[src/rtl/core/eab_pkg.sv]
package eab_pkg;

  // Field widths fixed by the item format
  localparam int unsigned RotW    = 16;
  localparam int unsigned CentreW = 24;
  localparam int unsigned RadW    = 16;
  localparam int unsigned BoundW  = 25;

  // Square root: 64-bit radicand, 32-bit root, one root bit per cell
  localparam int unsigned SumW    = 64;
  localparam int unsigned RootW   = 32;
  localparam int unsigned RemW    = 36;
  localparam int unsigned NumCells = RootW;

  // Rounding: extent = (root + RoundHalf) >> FracShift, saturated to 16 bits
  localparam int unsigned FracShift = 14;
  localparam logic [RootW:0] RoundHalf = (RootW+1)'(1) << (FracShift - 1);
  localparam int unsigned ExtW = 16;
  localparam logic [ExtW-1:0] ExtentMax = '1;

  // One input item as taken from the channel
  typedef struct packed {
    logic signed [RotW-1:0]    rot_x;
    logic signed [RotW-1:0]    rot_y;
    logic signed [RotW-1:0]    rot_z;
    logic signed [CentreW-1:0] center_coord;
    logic [RadW-1:0]           radius_a;
    logic [RadW-1:0]           radius_b;
    logic [RadW-1:0]           radius_c;
  } eab_item_t;

  // Data handed from one root cell to the next
  typedef struct packed {
    logic [RemW-1:0]           rem;
    logic [RootW-1:0]          root;
    logic [SumW-1:0]           rad;
    logic signed [CentreW-1:0] centre;
  } eab_sqrt_t;

endpackage

[src/rtl/core/eab_cell.sv]
module eab_cell import eab_pkg::*; (
  input  logic      clk_i,
  input  logic      rst_ni,
  input  logic      en_i,
  input  logic      valid_i,
  input  eab_sqrt_t data_i,
  output logic      valid_o,
  output eab_sqrt_t data_o
);

  logic [RemW-1:0] rem_sh;
  logic [RemW-1:0] trial;
  logic            fits;
  eab_sqrt_t       data_d;
  eab_sqrt_t       data_q;
  logic            valid_q;

  // Bring down the next two radicand bits and try the next root bit
  assign rem_sh = {data_i.rem[RemW-3:0], data_i.rad[SumW-1:SumW-2]};
  assign trial  = {(RemW-RootW-2)'(0), data_i.root, 2'b01};
  assign fits   = (rem_sh >= trial);

  always_comb begin
    data_d        = data_i;
    data_d.rad    = {data_i.rad[SumW-3:0], 2'b00};
    data_d.rem    = fits ? (rem_sh - trial) : rem_sh;
    data_d.root   = {data_i.root[RootW-2:0], fits};
  end

  // Hold the valid bit under reset
  always_ff @(posedge clk_i or negedge rst_ni) begin
    if (!rst_ni) begin
      valid_q <= 1'b0;
    end else if (en_i) begin
      valid_q <= valid_i;
    end
  end

  // Hand the partial root on to the neighbour
  always_ff @(posedge clk_i) begin
    if (en_i) begin
      data_q <= data_d;
    end
  end

  assign valid_o = valid_q;
  assign data_o  = data_q;

endmodule

[config.mk]
export PLATFORM = sky130hd
export DESIGN_NAME = eab_cell
export DESIGN_NICKNAME = d
export VERILOG_FILES = /design/src/rtl/core/eab_pkg.sv /design/src/rtl/core/eab_cell.sv
export SDC_FILE = /design/constraint.sdc
export NUM_CORES = 1
export LEC_CHECK = 0
export ABC_CLOCK_PERIOD_IN_PS = 1600
export BUFFER_PORTS_ARGS = -buffer_cell sky130_fd_sc_hd__buf_4
export CAP_MARGIN = 0
export CELL_PAD_IN_SITES_DETAIL_PLACEMENT = 1
export CELL_PAD_IN_SITES_GLOBAL_PLACEMENT = 1
export CORE_AREA = 4 4 126 158
export DETAILED_ROUTE_END_ITERATION = 6
export DIE_AREA = 0 0 130 162
export GPL_TIMING_DRIVEN = 0
export PLACE_DENSITY = 0.87
export SLEW_MARGIN = 15
export SYNTH_ARGS = -nofsm -noshare
export SYNTH_HDL_FRONTEND = slang
export SYNTH_SLANG_ARGS = --single-unit
[constraint.sdc]
create_clock -name clk_i -period 1.6 [get_ports clk_i]
set_input_delay 0.4 -clock clk_i [delete_from_list [all_inputs] [get_ports clk_i]]
set_output_delay 0.4 -clock clk_i [all_outputs]
set_load 0.02 [all_outputs]
### After elaboration in Yosys (flattened, before gate mapping)

Index checks and enable logic that the tools add are counted.

* multiplexer cells: 1
* div/mod/pow operators: 0
* equal/unequal tests: 0
* shift-type cells: 0
* magnitude comparators: 1
* add/subtract/negate cells: 1
* multipliers: 0
* reductions and logical operators: 0
* bitwise operators: 0

Operators with widths (number)
* >= comparator 36 x 34 -> 1 bit: 1
* two-way mux 36 bit: 1
* subtractor 36 x 34 -> 36 bit: 1

* memories: 0
* word-level logic and storage cells: 8
* bits in latches: 0
* ROM bits: 0
* memory bits (writable): 0
* bits of input ports: 160
* output and inout bits: 157
* register bits after elaboration: 155

### Longest topological paths before layout

* depth after elaboration: 2
* mapped depth: 13
* gate-level depth less buffers: 10

### Worst setup path after synthesis

No wires, ideal clock.

* kind: input-to-reg
* start point: input data_i[107] (netlist name)
* end point: register data_q, in the netlist data_o[150], data pin
* path buffers: 2
* cell stages on the path: 11
* setup slack: -1.095 ns
* required time: 1.338 ns
* setup time: 0.262 ns
* arrival time: 2.433 ns
* path through: inv_1 ha_1 buf_2 nand4_2 nor4_2 and3_1 a21bo_1 and2_4 a21oi_4 buf_4 mux2_1

RTL lines
* from (decl): line eab_cell.sv:6 `input eab_sqrt_t data_i,`
* to (signal assigned): line eab_cell.sv:42 `data_q <= data_d;`
* to (decl): line eab_cell.sv:15 `eab_sqrt_t data_q;`

==> results.toml <==
[clock_tree]
clock_tree.root_cell = "sky130_fd_sc_hd__clkbuf_16"
cts-htree-levels = 4
numClockSinks = 155
cts_max_path_buffers = 2
cts_tree = "built"
numCtsBuffers = 17
clk-insertion-delay-late_ns = 0.46
clkSlewWorstSetupHoldPaths_ns = 0.08

[pwr]
power_frac_clock_pct = 32.6
power-per-cell-area_mw_per_mm2 = 1130
p_comb_share_pct = 30.1
cellInternalPower_w = 0.00917
power.ir.vdd_worst_mv = 0.639
share_seq_of_total_power_pct = 37.2
netSwitchingPower_w = 0.00474
power.static_leakage_nw = 5.13
netSwitchingFraction_pct = 34.1
total_power_w = 0.0139

[floorplan]
core_area_mm2 = 0.0185
die_h_um = 162
ios = 317
num_rows = 56
die-area_mm2 = 0.0211
initial_core_util_pct = 39.4
die_w_um = 130

[sta]
unrepaired_setup_endpoints_after_global_routing = "yes"
clock_skew_ns = 0
timing_hold_violations_final = 0
setup_viol_count_final = 37
setup_tns_ns = -33.42
timing.final.crit_share_pct = 162
period_minus_slack_ns = 2.60
worst-slew-pin-transition_ns = 0.542
drv_slew = 0
achievable-frequency_mhz = 385
setup_ws_final_ns = -0.999
slew_headroom_pct = 63.5

[synthesis]
synth_top_cell_area_share_pct = 63.5
synthesis.yosys.warnings = 0
syn-cell-area_mm2 = 0.00729
synth.top_cells.by_area = "sky130_fd_sc_hd__edfxtp_1 63%, sky130_fd_sc_hd__ha_1 5.8%, sky130_fd_sc_hd__a21oi_1 3.2%, sky130_fd_sc_hd__xnor2_1 2.2%, sky130_fd_sc_hd__inv_1 2.1%"
ys_async_sr_fraction_pct = 0.645
synth_ff_type = "sky130_fd_sc_hd__edfxtp_1"
edff_count_synth = 154
ys_ff_latch = 155
syn-instance-count = 553
synth.yosys.seq_area_share_pct = 63.8
synth_area_per_cell_um2 = 13.2
yosys.cell_types.count = 61
cell_taking_the_most_area_after_synthesis = "sky130_fd_sc_hd__edfxtp_1"

[setup_path]
cp.required_ns = 1.81
critPathKind = "input pin to flip-flop"
worst_setup_path_start_kind = "input pin"
worstPathMaxFanout = 7
type_of_element_capturing_the_critical_path = "flip-flop"
arrival_time_of_the_worst_setup_path_ns = 2.81

[placement]
gp_routability_congestion = 0.852
dp_hpwl_um = 22800
detailedPlace.worstSlack_ns = -1.67
port_buffers = 312

[grt]
largest_net_degree_at_the_start_of_global_routing = 95
first_global_vias = 7457
global_routing_usage_summed_across_all_routing_layers_pct = 35.1
global_route.overflow_total = 0
grt_first_pass_wirelength_um = 52900
grt_antenna_before_repair = 3

[layout]
net_total_in_the_final_layout = 1130
fillCellCount = 1721
final_util_pct = 66.8
drive_gt1_share_pct = 61.5
synthToLayoutAreaGrowth_pct = 69.5

[routing]
detail_route.wirelength_um = 42800
avgViaCountPerCell = 6.13
initialDrtViolationCount = 892
drtPass1Iterations = 5
via_count = 7256
post_drt_wl_per_cell_um = 36.1
drt.antenna.violating_nets = 0
drc = 0

[status]
status = "finished with violations"
violations = "negative setup slack"

[min_path]
hp-class = "input pin to flip-flop"

[job]
max-cap-violations = 0
## metrics by stage
stage	std cells	hold slack [ns]	instance area (um2)
after floorplan	554	0.104	7620
after global placement	1098	0.175	10300
after global routing	1182	0.100	12300
after detailed placement	1099	0.177	10300
final	1184	0.106	12300
after CTS	1160	0.121	11800
## routing by layer
metal	track usage (%)	up-vias	part of all wire, %	wire length [um]
li1	-	2818	-	-
met1	36.6	3538	33	13900
met2	60.3	688	48	20400
met3	15.3	212	13	5400
met4	16.6	0	7.2	3080
met5	0	-	0	0
## layout by cell type, fill, tap and decap left out, drive strengths merged, types with 2 or more instances in the layout
master / synthesis / final
ha: 34 / 34
a21o: 6 / 6
diode: 0 / 3
conb: 1 / 2
a211oi: 2 / 2
xnor2: 18 / 18
o21ai: 26 / 26
nand2b: 4 / 4
a21oi: 60 / 60
buf: 15 / 379
inv: 40 / 47
nand3: 10 / 10
clkinvlp: 0 / 2
a2111oi: 2 / 2
clkinv: 0 / 3
nor2b: 7 / 7
a21boi: 2 / 2
nand2: 31 / 31
and3: 6 / 6
nor3: 9 / 9
mux2: 13 / 13
nor4: 2 / 2
nor3b: 2 / 2
o21bai: 6 / 6
nand4: 11 / 11
a221oi: 2 / 2
clkbuf: 10 / 26
o211ai: 4 / 4
edfxtp: 154 / 154
and4: 3 / 3
xor2: 15 / 15
o21a: 4 / 4
nor2: 35 / 35
bufinv: 0 / 2
## worst paths after layout
| kind | start | to | slack [ns] | cells past startpoint |
|---|---|---|---|---|
| setup / recovery | data_i[99] | data_o[134]$_DFFE_PP_ | -1.0 | 12 |
| hold / removal | data_i[12] | data_o[12]$_DFFE_PP_ | 0.11 | 1 |
| setup reg to reg | valid_o$_DFFE_PN0P_ | valid_o$_DFFE_PN0P_ | 0.83 | 1 |
| hold reg to reg | valid_o$_DFFE_PN0P_ | valid_o$_DFFE_PN0P_ | 0.55 | 1 |
| max in group asynchronous | rst_ni | valid_o$_DFFE_PN0P_ | 1.28 | 2 |
| min in group asynchronous | rst_ni | valid_o$_DFFE_PN0P_ | 0.24 | 2 |
## power by group through the flow
stage                     Sequential [W]  Combinational, W  Clock, W
after global placement           0.00515           0.00298         0
after CTS                        0.00513           0.00361   0.00433
after global routing             0.00520           0.00428   0.00470
final                            0.00518           0.00419   0.00454
after detailed placement         0.00519           0.00311         0
after floorplan                  0.00569           0.00112         0
## layout make-up
class	instances	area, um2	area share [%]
Clock inverter	14	178	1.44
Multi-Input combinational cell	334	3320	26.9
Tap cell	232	290	2.35
Timing Repair Buffer	375	3090	25.0
Antenna cell	3	7.51	0.0608
Inverter	40	195	1.58
Buffer	13	185	1.50
Clock buffer	18	429	3.48
Sequential cell	155	4650	37.6
## synth_stat cells (all sizes together), types with 2 or more instances
cell	count
xor2	15
mux2	13
xnor2	18
nand2b	4
nor3b	2
o211ai	4
a21oi	60
nand4	11
clkbuf	10
a221oi	2
inv	40
nand3	10
o21ai	26
edfxtp	154
nor4	2
ha	34
nand2	31
o21bai	6
nor2b	7
buf	15
and4	3
a21o	6
nor2	35
o21a	4
a211oi	2
nor3	9
a21boi	2
a2111oi	2
and3	6
## worst max-delay path, stage by stage
cell	delay, ns
sky130_fd_sc_hd__buf_4	0.11
sky130_fd_sc_hd__inv_2	0.05
sky130_fd_sc_hd__ha_4	0.27
sky130_fd_sc_hd__clkbuf_8	0.19
sky130_fd_sc_hd__a21oi_2	0.11
sky130_fd_sc_hd__o21ai_1	0.40
sky130_fd_sc_hd__o21ai_1	0.21
sky130_fd_sc_hd__and2_4	0.21
sky130_fd_sc_hd__a21oi_4	0.22
sky130_fd_sc_hd__buf_12	0.17
sky130_fd_sc_hd__buf_12	0.15
sky130_fd_sc_hd__mux2_4	0.32
## state kept, by name, indices dropped and copies added, names as in the netlist
name     cells
data_o     154
valid_o      1
## repair_timing
item / in CTS / in global routing
setup endpoints to repair: 37 / 37
buffers inserted: 34 / 22
gates cloned: 3 / 4
resized for setup: 143 / 87
pin swaps: 38 / 44
endpoints found under the hold margin: 1 / 0
hold buffers: 1 / 0
## logic make-up after synthesis
| kind of cell | share of synthesized area [%] |
|---|---|
| AO/OA/AOI/OAI | 11.6 |
| XOR/XNOR | 3.97 |
| adder cells (fa/ha/maj) | 5.84 |
| buffers and inverters | 4.09 |
| flip-flops | 63.8 |
| multiplexers | 2.01 |
| other | 0.0515 |
| AND/OR/NAND/NOR | 8.60 |
Power figures use the tool's default switching activity.
